### src/design/mtms_pkg.sv
// shared constants, codes and sysex helpers for the midi thru merge scheduler
// no dependencies
`timescale 1ns / 1ps
`default_nettype none

package mtms_pkg;

    localparam int QUEUE_DEPTH = 32;
    localparam int MAX_SENDS   = 32;
    localparam int HEAD_W      = (QUEUE_DEPTH > 1) ? $clog2(QUEUE_DEPTH) : 1;
    localparam int COUNT_W     = $clog2(QUEUE_DEPTH + 1);
    localparam int SENDS_W     = $clog2(MAX_SENDS + 1);
    localparam int ENTRY_W     = 64;

    localparam int CFG_INDEX_W = 1;
    localparam int CFG_DATA_W  = 16;

    localparam logic [CFG_INDEX_W-1:0] CFG_ENABLE  = 1'd0;
    localparam logic [CFG_INDEX_W-1:0] CFG_TIMEOUT = 1'd1;

    localparam logic [15:0] TIMEOUT_RESET = 16'd5000;

    localparam logic [1:0] ACT_TICK  = 2'd0;
    localparam logic [1:0] ACT_THRU  = 2'd1;
    localparam logic [1:0] ACT_QUEUE = 2'd2;

    localparam logic [2:0] ST_FORWARDED = 3'd0;
    localparam logic [2:0] ST_STRAY     = 3'd1;
    localparam logic [2:0] ST_HELD      = 3'd2;
    localparam logic [2:0] ST_QUEUED    = 3'd3;
    localparam logic [2:0] ST_FULL      = 3'd4;
    localparam logic [2:0] ST_SENT      = 3'd5;

    localparam logic [7:0] SYSEX_START = 8'hF0;
    localparam logic [7:0] SYSEX_END   = 8'hF7;
    localparam logic [7:0] RT_MASK     = 8'hF8;

    function automatic logic has_eox(input logic [31:0] m);
        return (m[7:0] == SYSEX_END) || (m[15:8] == SYSEX_END) ||
               (m[23:16] == SYSEX_END) || (m[31:24] == SYSEX_END);
    endfunction

    function automatic logic is_realtime(input logic [31:0] m);
        return (m[7:0] & RT_MASK) == RT_MASK;
    endfunction

    function automatic logic sysex_track(input logic open, input logic [31:0] m);
        logic o;
        o = open;
        if (m[7:0] == SYSEX_START)
            o = 1'b1;
        else if (!is_realtime(m))
            o = 1'b0;
        if (o && has_eox(m))
            o = 1'b0;
        return o;
    endfunction

endpackage

`default_nettype wire

### src/design/mtms_item_if.sv
// input channel of the midi thru merge scheduler: action, message, send time
// no dependencies
`timescale 1ns / 1ps
`default_nettype none

interface mtms_item_if;
    logic        valid;
    logic        ready;
    logic [1:0]  action;
    logic [31:0] message;
    logic [31:0] send_time;

    modport source (output valid, action, message, send_time, input ready);
    modport sink   (input valid, action, message, send_time, output ready);
endinterface

`default_nettype wire

### src/design/mtms_result_if.sv
// result channel of the midi thru merge scheduler
// no dependencies
`timescale 1ns / 1ps
`default_nettype none

interface mtms_result_if;
    logic        valid;
    logic        ready;
    logic [31:0] out_message;
    logic        to_port;
    logic        to_app;
    logic [2:0]  status;
    logic        last;

    modport source (output valid, out_message, to_port, to_app, status, last, input ready);
    modport sink   (input valid, out_message, to_port, to_app, status, last, output ready);
endinterface

`default_nettype wire

### src/design/mtms_ram.sv
// generic single-port-write, single-port-read ram with registered read data
// no dependencies
`timescale 1ns / 1ps
`default_nettype none

module mtms_ram #(
    parameter int WIDTH = 64,
    parameter int DEPTH = 32
) (
    input  wire logic                                      clk,
    input  wire logic                                      we,
    input  wire logic [((DEPTH > 1) ? $clog2(DEPTH) : 1)-1:0] waddr,
    input  wire logic [WIDTH-1:0]                          wdata,
    input  wire logic                                      re,
    input  wire logic [((DEPTH > 1) ? $clog2(DEPTH) : 1)-1:0] raddr,
    output logic      [WIDTH-1:0]                          rdata
);

    logic [WIDTH-1:0] mem [DEPTH];

    always_ff @(posedge clk)
    begin
        if (we)
            mem[waddr] <= wdata;
        if (re)
            rdata <= mem[raddr];
    end

endmodule

`default_nettype wire

### src/design/midi_thru_merge_scheduler_unit.sv
// Merges a MIDI thru stream with time-stamped application messages held in a
// queue memory (message and send time per entry). A thru message or a queue
// request gives exactly one result, in the cycle after its transaction. A tick
// advances time and, when enabled with a non-empty queue, reads the queue head
// from the memory; each due entry is held as pending until the check of the
// next entry shows whether it closes the burst, then sent, with at most 32
// entries sent per tick. Such a tick holds the input until the burst is closed,
// and a send waits while the result is stalled; the registered read data of
// the queue memory sets this pace. A tick with an empty queue or while
// disabled gives no result. One item is worked on at a time; the result
// register lets a new item in while the last result is being taken. The queue
// needs no clearing pass.
// depends on mtms_pkg, mtms_item_if, mtms_result_if, mtms_ram
`timescale 1ns / 1ps
`default_nettype none

module midi_thru_merge_scheduler_unit (
    input  wire logic                               clk,
    input  wire logic                               rst_n,
    input  wire logic                               cfg_we,
    input  wire logic [mtms_pkg::CFG_INDEX_W-1:0]   cfg_index,
    input  wire logic [mtms_pkg::CFG_DATA_W-1:0]    cfg_wdata,
    mtms_item_if.sink                               item,
    mtms_result_if.source                           result
);

    typedef enum logic [1:0] {
        S_IDLE,
        S_EVAL,
        S_FLUSH
    } state_t;

    state_t state_reg, state_next;

    logic        enable_reg, enable_next;
    logic [15:0] timeout_reg, timeout_next;
    logic [31:0] now_reg, now_next;
    logic [31:0] last_input_reg, last_input_next;
    logic        thru_open_reg, thru_open_next;
    logic        app_open_reg, app_open_next;
    logic [mtms_pkg::HEAD_W-1:0]  head_reg, head_next;
    logic [mtms_pkg::COUNT_W-1:0] count_reg, count_next;
    logic [mtms_pkg::SENDS_W-1:0] sends_reg, sends_next;

    logic        pend_valid_reg, pend_valid_next;
    logic [31:0] pend_msg_reg, pend_msg_next;

    logic        out_valid_reg, out_valid_next;
    logic [31:0] out_msg_reg, out_msg_next;
    logic        out_port_reg, out_port_next;
    logic        out_app_reg, out_app_next;
    logic [2:0]  out_status_reg, out_status_next;
    logic        out_last_reg, out_last_next;

    logic                                ram_we;
    logic                                ram_re;
    logic [mtms_pkg::HEAD_W-1:0]         ram_waddr;
    logic [mtms_pkg::HEAD_W-1:0]         ram_raddr;
    logic [mtms_pkg::ENTRY_W-1:0]        ram_rdata;

    logic                                out_busy;
    logic                                accept;
    logic [mtms_pkg::HEAD_W-1:0]         head_inc;
    logic [mtms_pkg::COUNT_W:0]          tail_sum;
    logic [mtms_pkg::HEAD_W-1:0]         tail;
    logic                                queue_full;

    logic [31:0] entry_msg;
    logic [31:0] entry_time;
    logic [31:0] elapsed;
    logic [31:0] idle_time;
    logic        entry_rt;
    logic        timed_out;
    logic        sendable;

    mtms_ram #(
        .WIDTH (mtms_pkg::ENTRY_W),
        .DEPTH (mtms_pkg::QUEUE_DEPTH)
    ) u_queue (
        .clk   (clk),
        .we    (ram_we),
        .waddr (ram_waddr),
        .wdata ({item.send_time, item.message}),
        .re    (ram_re),
        .raddr (ram_raddr),
        .rdata (ram_rdata)
    );

    assign out_busy = out_valid_reg && !result.ready;
    assign item.ready = (state_reg == S_IDLE) && !out_busy;
    assign accept = item.valid && item.ready;

    assign head_inc = (head_reg == mtms_pkg::HEAD_W'(mtms_pkg::QUEUE_DEPTH - 1))
                      ? '0 : head_reg + 1'b1;
    assign tail_sum = {1'b0, mtms_pkg::COUNT_W'(head_reg)} + {1'b0, count_reg};
    assign tail = (tail_sum >= (mtms_pkg::COUNT_W + 1)'(mtms_pkg::QUEUE_DEPTH))
                  ? mtms_pkg::HEAD_W'(tail_sum - (mtms_pkg::COUNT_W + 1)'(mtms_pkg::QUEUE_DEPTH))
                  : mtms_pkg::HEAD_W'(tail_sum);
    assign queue_full = (count_reg == mtms_pkg::COUNT_W'(mtms_pkg::QUEUE_DEPTH));

    // head entry checks, valid in S_EVAL
    assign entry_msg  = ram_rdata[31:0];
    assign entry_time = ram_rdata[63:32];
    assign elapsed    = now_reg - entry_time;
    assign idle_time  = now_reg - last_input_reg;
    assign entry_rt   = mtms_pkg::is_realtime(entry_msg);
    assign timed_out  = idle_time > {16'd0, timeout_reg};
    assign sendable   = !elapsed[31] && (entry_rt || !thru_open_reg || timed_out);

    assign ram_waddr = tail;
    assign ram_raddr = (state_reg == S_IDLE) ? head_reg : head_inc;

    always_comb
    begin
        state_next      = state_reg;
        enable_next     = enable_reg;
        timeout_next    = timeout_reg;
        now_next        = now_reg;
        last_input_next = last_input_reg;
        thru_open_next  = thru_open_reg;
        app_open_next   = app_open_reg;
        head_next       = head_reg;
        count_next      = count_reg;
        sends_next      = sends_reg;
        pend_valid_next = pend_valid_reg;
        pend_msg_next   = pend_msg_reg;
        out_valid_next  = out_valid_reg && !result.ready;
        out_msg_next    = out_msg_reg;
        out_port_next   = out_port_reg;
        out_app_next    = out_app_reg;
        out_status_next = out_status_reg;
        out_last_next   = out_last_reg;
        ram_we          = 1'b0;
        ram_re          = 1'b0;

        if (cfg_we)
        begin
            case (cfg_index)
                mtms_pkg::CFG_ENABLE:  enable_next  = cfg_wdata[0];
                mtms_pkg::CFG_TIMEOUT: timeout_next = cfg_wdata[15:0];
                default: ;
            endcase
        end

        unique case (state_reg)
            S_IDLE:
            begin
                if (accept)
                begin
                    case (item.action)
                        mtms_pkg::ACT_TICK:
                        begin
                            now_next = now_reg + 32'd1;
                            if (enable_reg && (count_reg != '0))
                            begin
                                ram_re     = 1'b1;
                                sends_next = '0;
                                state_next = S_EVAL;
                            end
                        end
                        mtms_pkg::ACT_THRU:
                        begin
                            out_valid_next = 1'b1;
                            out_msg_next   = item.message;
                            out_last_next  = 1'b1;
                            out_port_next  = 1'b0;
                            out_app_next   = 1'b0;
                            if (!enable_reg || app_open_reg)
                                out_status_next = mtms_pkg::ST_HELD;
                            else
                            begin
                                last_input_next = now_reg;
                                if (!item.message[7] && !thru_open_reg)
                                    out_status_next = mtms_pkg::ST_STRAY;
                                else
                                begin
                                    out_status_next = mtms_pkg::ST_FORWARDED;
                                    out_port_next   = 1'b1;
                                    out_app_next    = 1'b1;
                                    thru_open_next  =
                                        mtms_pkg::sysex_track(thru_open_reg, item.message);
                                end
                            end
                        end
                        mtms_pkg::ACT_QUEUE:
                        begin
                            out_valid_next = 1'b1;
                            out_msg_next   = item.message;
                            out_last_next  = 1'b1;
                            out_port_next  = 1'b0;
                            out_app_next   = 1'b0;
                            if (queue_full)
                                out_status_next = mtms_pkg::ST_FULL;
                            else
                            begin
                                ram_we          = 1'b1;
                                count_next      = count_reg + 1'b1;
                                out_status_next = mtms_pkg::ST_QUEUED;
                            end
                        end
                        default: ;
                    endcase
                end
            end

            S_EVAL:
            begin
                // the previous send waits here until we know whether it closes the burst
                if (!(pend_valid_reg && out_busy))
                begin
                    if (pend_valid_reg)
                    begin
                        out_valid_next  = 1'b1;
                        out_msg_next    = pend_msg_reg;
                        out_port_next   = 1'b1;
                        out_app_next    = 1'b0;
                        out_status_next = mtms_pkg::ST_SENT;
                        out_last_next   = !sendable;
                    end
                    if (sendable)
                    begin
                        pend_valid_next = 1'b1;
                        pend_msg_next   = entry_msg;
                        if (!entry_rt)
                            thru_open_next = 1'b0;
                        app_open_next = mtms_pkg::sysex_track(app_open_reg, entry_msg);
                        head_next     = head_inc;
                        count_next    = count_reg - 1'b1;
                        sends_next    = sends_reg + 1'b1;
                        if ((count_reg == mtms_pkg::COUNT_W'(1)) ||
                            (sends_reg == mtms_pkg::SENDS_W'(mtms_pkg::MAX_SENDS - 1)))
                            state_next = S_FLUSH;
                        else
                            ram_re = 1'b1;
                    end
                    else
                    begin
                        pend_valid_next = 1'b0;
                        state_next      = S_IDLE;
                    end
                end
            end

            S_FLUSH:
            begin
                if (!out_busy)
                begin
                    out_valid_next  = 1'b1;
                    out_msg_next    = pend_msg_reg;
                    out_port_next   = 1'b1;
                    out_app_next    = 1'b0;
                    out_status_next = mtms_pkg::ST_SENT;
                    out_last_next   = 1'b1;
                    pend_valid_next = 1'b0;
                    state_next      = S_IDLE;
                end
            end

            default: state_next = S_IDLE;
        endcase
    end

    always_ff @(posedge clk or negedge rst_n)
    begin
        if (!rst_n)
        begin
            state_reg      <= S_IDLE;
            enable_reg     <= 1'b0;
            timeout_reg    <= mtms_pkg::TIMEOUT_RESET;
            now_reg        <= '0;
            last_input_reg <= '0;
            thru_open_reg  <= 1'b0;
            app_open_reg   <= 1'b0;
            head_reg       <= '0;
            count_reg      <= '0;
            sends_reg      <= '0;
            pend_valid_reg <= 1'b0;
            pend_msg_reg   <= '0;
            out_valid_reg  <= 1'b0;
            out_msg_reg    <= '0;
            out_port_reg   <= 1'b0;
            out_app_reg    <= 1'b0;
            out_status_reg <= mtms_pkg::ST_FORWARDED;
            out_last_reg   <= 1'b0;
        end
        else
        begin
            state_reg      <= state_next;
            enable_reg     <= enable_next;
            timeout_reg    <= timeout_next;
            now_reg        <= now_next;
            last_input_reg <= last_input_next;
            thru_open_reg  <= thru_open_next;
            app_open_reg   <= app_open_next;
            head_reg       <= head_next;
            count_reg      <= count_next;
            sends_reg      <= sends_next;
            pend_valid_reg <= pend_valid_next;
            pend_msg_reg   <= pend_msg_next;
            out_valid_reg  <= out_valid_next;
            out_msg_reg    <= out_msg_next;
            out_port_reg   <= out_port_next;
            out_app_reg    <= out_app_next;
            out_status_reg <= out_status_next;
            out_last_reg   <= out_last_next;
        end
    end

    assign result.valid       = out_valid_reg;
    assign result.out_message = out_msg_reg;
    assign result.to_port     = out_port_reg;
    assign result.to_app      = out_app_reg;
    assign result.status      = out_status_reg;
    assign result.last        = out_last_reg;

endmodule

`default_nettype wire

### src/flat_wrapper.sv
// flat-port wrapper written by rule: the top's interface ports become plain ports
module midi_thru_merge_scheduler_unit_flat 
  (clk, rst_n, cfg_we, cfg_index, cfg_wdata, item_valid, item_action, item_message, item_send_time, item_ready, result_valid, result_out_message, result_to_port, result_to_app, result_status, result_last, result_ready);
  mtms_item_if item_i ();
  mtms_result_if result_i ();
  input  wire logic clk;
  input  wire logic rst_n;
  input  wire logic cfg_we;
  input  wire logic [mtms_pkg::CFG_INDEX_W-1:0] cfg_index;
  input  wire logic [mtms_pkg::CFG_DATA_W-1:0] cfg_wdata;
  input wire logic [$bits(item_i.valid)-1:0] item_valid;
  input wire logic [$bits(item_i.action)-1:0] item_action;
  input wire logic [$bits(item_i.message)-1:0] item_message;
  input wire logic [$bits(item_i.send_time)-1:0] item_send_time;
  output wire logic [$bits(item_i.ready)-1:0] item_ready;
  output wire logic [$bits(result_i.valid)-1:0] result_valid;
  output wire logic [$bits(result_i.out_message)-1:0] result_out_message;
  output wire logic [$bits(result_i.to_port)-1:0] result_to_port;
  output wire logic [$bits(result_i.to_app)-1:0] result_to_app;
  output wire logic [$bits(result_i.status)-1:0] result_status;
  output wire logic [$bits(result_i.last)-1:0] result_last;
  input wire logic [$bits(result_i.ready)-1:0] result_ready;
  assign item_i.valid = item_valid;
  assign item_i.action = item_action;
  assign item_i.message = item_message;
  assign item_i.send_time = item_send_time;
  assign item_ready = item_i.ready;
  assign result_valid = result_i.valid;
  assign result_out_message = result_i.out_message;
  assign result_to_port = result_i.to_port;
  assign result_to_app = result_i.to_app;
  assign result_status = result_i.status;
  assign result_last = result_i.last;
  assign result_i.ready = result_ready;
  midi_thru_merge_scheduler_unit u_core (.clk(clk), .rst_n(rst_n), .cfg_we(cfg_we), .cfg_index(cfg_index), .cfg_wdata(cfg_wdata), .item(item_i), .result(result_i));
endmodule
### config.mk
export PLATFORM = sky130hd
export DESIGN_NAME = midi_thru_merge_scheduler_unit_flat
export DESIGN_NICKNAME = d
export VERILOG_FILES = /design/src/design/mtms_pkg.sv /design/src/design/mtms_item_if.sv /design/src/design/mtms_result_if.sv /design/src/design/mtms_ram.sv /design/src/design/midi_thru_merge_scheduler_unit.sv /design/src/flat_wrapper.sv
export SDC_FILE = /design/constraint.sdc
export NUM_CORES = 2
export LEC_CHECK = 0
export ABC_AREA = 1
export CORE_MARGIN = 4
export CORE_UTILIZATION = 46
export CTS_CLUSTER_SIZE = 25
export DETAILED_ROUTE_END_ITERATION = 10
export DONT_BUFFER_PORTS = 1
export GPL_TIMING_DRIVEN = 0
export PLACE_DENSITY = 0.64
export SYNTH_ARGS = -nofsm -noshare
export SYNTH_HDL_FRONTEND = slang
export SYNTH_SLANG_ARGS = --single-unit
### constraint.sdc
create_clock -name clk -period 8.88 [get_ports clk]
set_input_delay 0.888 -clock clk [delete_from_list [all_inputs] [get_ports clk]]
set_output_delay 0.888 -clock clk [all_outputs]
set_load 0.02 [all_outputs]
**Yosys cells after proc, flatten, opt, wreduce, memory -nomap -nowiden**

Memory sizes are Yosys's and may differ from the RTL's. A register that Yosys moved wholly into a read port is not among the register bits.
Index checks and enable logic that the tools add are counted.

- Magnitude comparators: 2
- Bitwise gates (word level): 3
- Reductions and logical operators: 45
- Equal/unequal tests: 36
- Add/sub/neg operators: 9
- Mux-type cells: 98

Operators with widths:

| cell | number |
|---|---|
| 32-bit 2-to-1 mux | 5 |
| 32-bit case mux with 3 select lines | 1 |
| 8-bit equality test, second input constant | 10 |
| 32-bit subtractor | 2 |
| 6-bit 2-to-1 mux | 10 |
| 1-bit 2-to-1 mux | 53 |
| 32-bit by 1-bit adder with 32-bit output, second input constant | 1 |
| 32-bit by 16-bit > comparator with 1-bit output | 1 |
| 6-bit AND reduction | 5 |
| 6-bit case mux with 2 select lines | 2 |
| 2-bit inequality test, second input constant | 11 |
| 3-bit 2-to-1 mux | 6 |
| 5-bit equality test, second input constant | 3 |
| 5-bit 2-to-1 mux | 3 |
| 2-bit 2-to-1 mux | 7 |
| 6-bit by 1-bit adder with 6-bit output, second input constant | 2 |
| 1-bit case mux with 3 select lines | 4 |
| 1-bit logical OR | 10 |
| 1-bit logical AND | 9 |
| 3-bit case mux with 3 select lines | 1 |
| 3-bit AND reduction | 3 |
| 1-bit case mux with 2 select lines | 4 |
| 8-bit AND reduction | 1 |
| 5-bit by 6-bit adder with 7-bit output | 1 |
| 22 further kinds | 38 |

- Memories: 1
- Word-level logic and storage cells: 212
- Register bits after elaboration: 174
- Output and inout port bits: 40
- RAM bits: 2048
- Bits of input ports: 88

Memories:

| memory | words | bits a word | rd ports | clocked after Yosys merged registers in | wr ports | line | text |
|---|---|---|---|---|---|---|---|
| u_core.u_queue.mem | 32 | 64 | 1 | 1 | 1 | mtms_ram.sv:19 | `logic [WIDTH-1:0] mem [DEPTH];` |

**Logic depth before layout (Yosys ltp)**

- Depth in word-level cells: 15
- Mapped depth: 29
- Mapped depth without buffers: 27

**Modules after synthesis**

A second synthesis with hierarchy kept.

- Cell total of the unflattened synthesis: 8482
- Area, all modules: 95715.5 µm²

Modules (own cells, without submodules):

| module | cells each | sequential area each (µm²) | instances | area an instance (µm²) |
|---|---|---|---|---|
| mtms_ram | 6768 | 63420.8 | 1 | 83631.5 |
| midi_thru_merge_scheduler_unit | 1714 | 4360.4 | 1 | 12084.1 |

**Least setup slack after synthesis**

Ideal clock, no wire load.

- Path kind: register -> register
- Start: reg u_core.now_reg[0]
- End: reg u_core.u_queue.rdata[0], read port of u_core.u_queue.mem, enable pin
- Clock period less this slack: 6412 ps
- Cell stages (with the launch flop): 25
- Data required time: 8372 ps
- Buffers on the path: 0
- Setup time: 508 ps
- Path slack: 2468 ps
- Arrival: 5903 ps
- Path through: dfrtp_1 inv_1 ha_1 fa_1 inv_1 nand2_1 nand2_1 nand3_1 nand2_1 nand2_1 nand2_1 xor2_1 ha_1 nand2_1 nor4_1 nand2_1 nand2_1 nand2_1 nand3_1 nor2_1 nand2_1 nor2_1 nand2_1 nand3_1 o22ai_1

- Cells in the longest elaborated chain, start to end: 7
- Elaborated cells on any way between the ends: 9
- Those cells by class: add/sub: 2; order compare: 1; mux: 3; reduce/logical: 3

RTL lines:

| element | line | text |
|---|---|---|
| start, declared | midi_thru_merge_scheduler_unit.sv:37 | `logic [31:0] now_reg, now_next;` |
| start signal, assigned | midi_thru_merge_scheduler_unit.sv:291 | `now_reg <= now_next;` |
| 32-bit subtractor | midi_thru_merge_scheduler_unit.sv:105 | `assign idle_time = now_reg - last_input_reg;` |
| 32-bit by 16-bit > comparator with 1-bit output | midi_thru_merge_scheduler_unit.sv:107 | `assign timed_out = idle_time > {16'd0, timeout_reg};` |
| 1-bit logical OR | midi_thru_merge_scheduler_unit.sv:108 | `assign sendable = !elapsed[31] && (entry_rt \|\| !thru_open_reg \|\| timed_out);` |
| 1-bit logical AND * | midi_thru_merge_scheduler_unit.sv:108 |  |
| 1-bit 2-to-1 mux * | midi_thru_merge_scheduler_unit.sv:220 | `if (sendable)` |
| 1-bit 2-to-1 mux * | midi_thru_merge_scheduler_unit.sv:209 | `if (!(pend_valid_reg && out_busy))` |
| 1-bit case mux with 2 select lines * | midi_thru_merge_scheduler_unit.sv:145 | `unique case (state_reg)` |
| via u_core.ram_re | midi_thru_merge_scheduler_unit.sv:56 | `logic ram_re;` |
| end, declared | mtms_ram.sv:16 | `output logic [WIDTH-1:0] rdata` |

The timed path passes the listed nets; every way through them passes the cells marked *.
A chain may end at the register's enable or synchronous reset.

**Worst setup path after layout**

- Start: reg u_core.head_reg[1] in the netlist's numbering
- End: reg u_core.u_queue.rdata[27], read port of u_core.u_queue.mem, data pin

- Cells in the longest elaborated chain, start to end: 3
- Elaborated cells on any way between the ends: 4
- Those cells by class: add/sub: 1; eq/ne: 1; mux: 2

RTL lines:

| element | line | text |
|---|---|---|
| start, declared | midi_thru_merge_scheduler_unit.sv:41 | `logic [mtms_pkg::HEAD_W-1:0] head_reg, head_next;` |
| start signal, assigned | midi_thru_merge_scheduler_unit.sv:295 | `head_reg <= head_next;` |
| 5-bit by 1-bit adder with 5-bit output or 5-bit equality test (tied branches) | midi_thru_merge_scheduler_unit.sv:94, midi_thru_merge_scheduler_unit.sv:93 |  |
| 5-bit 2-to-1 mux | midi_thru_merge_scheduler_unit.sv:94 | `? '0 : head_reg + 1'b1;` |
| 5-bit 2-to-1 mux * | midi_thru_merge_scheduler_unit.sv:111 | `assign ram_raddr = (state_reg == S_IDLE) ? head_reg : head_inc;` |

Every way passes the cells marked *; elsewhere a longest branch is shown, timed or not.

==> flow_summary.ini <==
[floorplan]
die_area_um2 = 210000
pin_count = 128
rows = 165
die_height_um = 458
core_um2 = 202000
initial_core_util_pct = 46.2
die_x_um = 458

[layout]
largest_register = u_core.u_queue.mem
final_core_utilization_pct = 52.8
fill_cells = 16800
ff_latch_area_um2 = 67800
reg.largest.list = u_core.u_queue.mem: 2048 flops, u_core.u_queue.rdata: 64 flops
largest_register_ffs = 2048
layout.nets = 8189
syn_to_final_growth_pct = 14.2
multi_input_area_um2 = 22800
drive_above_1_share_pct = 6.68

[route]
via_per_inst = 6.28
drtPass1Iterations = 6
drc = 0
vias = 68300
drtIter0Drc = 10800
wl_per_cell_um = 30.8
postRouteAntennaNets = 0
drt-total-wl_mm = 335

[worst_setup_path]
cp.arrival_ps = 7050
worstSetupPathType = flip-flop to flip-flop
end_kind = flip-flop
start_kind = flip-flop
crit_fanout = 10
cp.required_ps = 9400

[sta]
final_max_slew_viol_count = 11
period_minus_slack_ps = 6520
max_freq_mhz = 153
worst_pin_slew_ps = 1590
whs_ps = -0.865
hold_viol = 2
setup_viol = 0
tns_ps = 0
finalCritPeriodShare_pct = 73.5
rsz0062_at_grt = no
skew_ps = 79.6
relSlewSlack_pct = -6.23

[grt]
antenna_found_initial = 33
grt_pass1_vias = 63800
grt_first_pass_wirelength_mm = 466
overflow = 0
grt_max_degree = 175
grt_usage_pct = 31.0

[synth]
yosysMostFrequentCell = edfxtp_1
synth_flop_cell = edfxtp_1
synth-async-reset-ratio_pct = 7.61
syn_inst = 7667
synthDistinctLibCells = 52
synthTopCellsByArea = edfxtp_1 (68%), o21ai_0 (7.2%), nor2_1 (5.6%)
synth_nets = 7852
synth_area_um2 = 93300
yosys_warnings = 0
synth_top_area_share_pct = 67.9
seq_area_frac_synth_pct = 72.6
yosysTopAreaCell = edfxtp_1
synth_edf_count = 2112
netlist_top_cells_count = edfxtp_1 (2112), nor2_1 (1404), o21ai_0 (1337)
postSynthAreaPerCell_um2 = 12.2
synth_seq_cells = 2286

[cts]
path_clk_slew_ps = 60
numCtsBuffers = 223
hold_buffers = 1
clk_latency_ps = 900
cts.repair.resized = 0
post-cts-setup-buffers = 0
cts_max_level = 4
root_buffer = clkbuf_16
cts_tree = built
ctsLongestPathBuffers = 3
cts_sinks = 2286

[pwr]
p_per_area_nw_per_um2 = 418
finalPower_mw = 44.6
ir_worst_vdd_v = 0.000347
p_leak_nw = 36.2

[placed_design]
gp_congestion = 0.940
hpwl_mm = 225
portBuffers = 0

[outcome]
failed_checks = hold timing, capacitance limit, slew limit
status = finished with violations

[run]
drv_cap = 1

[hold_path]
hp-class = primary input to async pin
kinds of logic after synthesis:
group | synth area share, %
buffers and inverters | 3.27
and+or+nand+nor | 9.82
AOI/OAI and AO/OA | 12.4
xor gates and xnor gates | 0.572
muxes | 0.0241
adders and majority gates | 1.32
DFF | 72.6
critical path, cell delays in order (launching register included):
cell      delay [ps]
dfrtp_1          460
ha_1             230
nand2_1           90
nor2_1            50
ha_1             190
inv_1             90
nand2_1           60
nor2_1           150
nand2_1           80
nand2_1          320
clkbuf_1        1060
clkbuf_1        1120
clkbuf_1         830
o211ai_1         380
a31oi_1          990
power breakdown:
part           switching (mW)  internal (mW)  leakage [nW]
Combinational            16.9           5.14          11.5
Clock                    4.17           5.32          3.53
Sequential              0.408           12.6          21.2
Total                    21.5           23.1          36.2
cell usage in the layout (no fill, tap or decap), types with 108 or more instances in the layout:
| cell type | instances |
|---|---|
| dfrtp_1 | 169 |
| nor2_1 | 1372 |
| clkbuf_1 | 440 |
| o21ai_0 | 1337 |
| edfxtp_1 | 2112 |
| clkbuf_16 | 225 |
| nand2_1 | 735 |
| nand3_1 | 108 |
| inv_1 | 304 |
| o22ai_1 | 561 |
per-stage QoR:
stage	cells	setup slack, ps	instance area [µm²]	hold WS, ps
after global routing	10900	2470	107000	44.3
after detailed placement	10500	2760	99300	461
after global placement	10300	-1770	96700	452
final	10900	2360	107000	-0.865
after floorplan	7667	2470	93300	436
after CTS	10900	2730	107000	20.9
metal layers:
layer | GRT usage [%] | vias to the layer above | wire length [µm]
met5 | 0 | - | 134
met4 | 17.3 | 18 | 21400
met3 | 9.80 | 1023 | 50300
met2 | 45.8 | 5456 | 144000
met1 | 40.7 | 33200 | 119000
li1 | - | 28500 | -
final timing paths:
| path | depth (start not counted) | startpoint | endpoint | slack (ps) |
|---|---|---|---|---|
| worst max-delay path | 14 | u_core.head_reg[1] | u_core.u_queue.rdata[27] | 2360 |
| worst min-delay path | 1 | rst_n | u_core.result.out_message[24] | -0.9 |
| worst max register to register | 14 | u_core.head_reg[1] | u_core.u_queue.rdata[27] | 2360 |
| worst min register to register | 2 | u_core.sends_reg[3] | u_core.sends_reg[3] | 470 |
| max in group asynchronous | 1 | rst_n | u_core.last_input_reg[24] | 8120 |
| min in group clk | 0 | item_send_time[12] | u_core.u_queue.mem[29][44] | 80 |
area by class of cell:
| class | instances | share of cell area (%) |
|---|---|---|
| timing repair buffer | 112 | 2.19 |
| antenna | 19 | 0.0446 |
| clock buffer | 263 | 5.41 |
| tap | 2672 | 3.14 |
| inverter | 311 | 1.09 |
| clock inverter | 141 | 1.41 |
| multi-input combinational | 4592 | 21.4 |
| buffer | 478 | 1.78 |
| sequential | 2286 | 63.6 |
No activity file was read; power rests on OpenSTA's default activity.
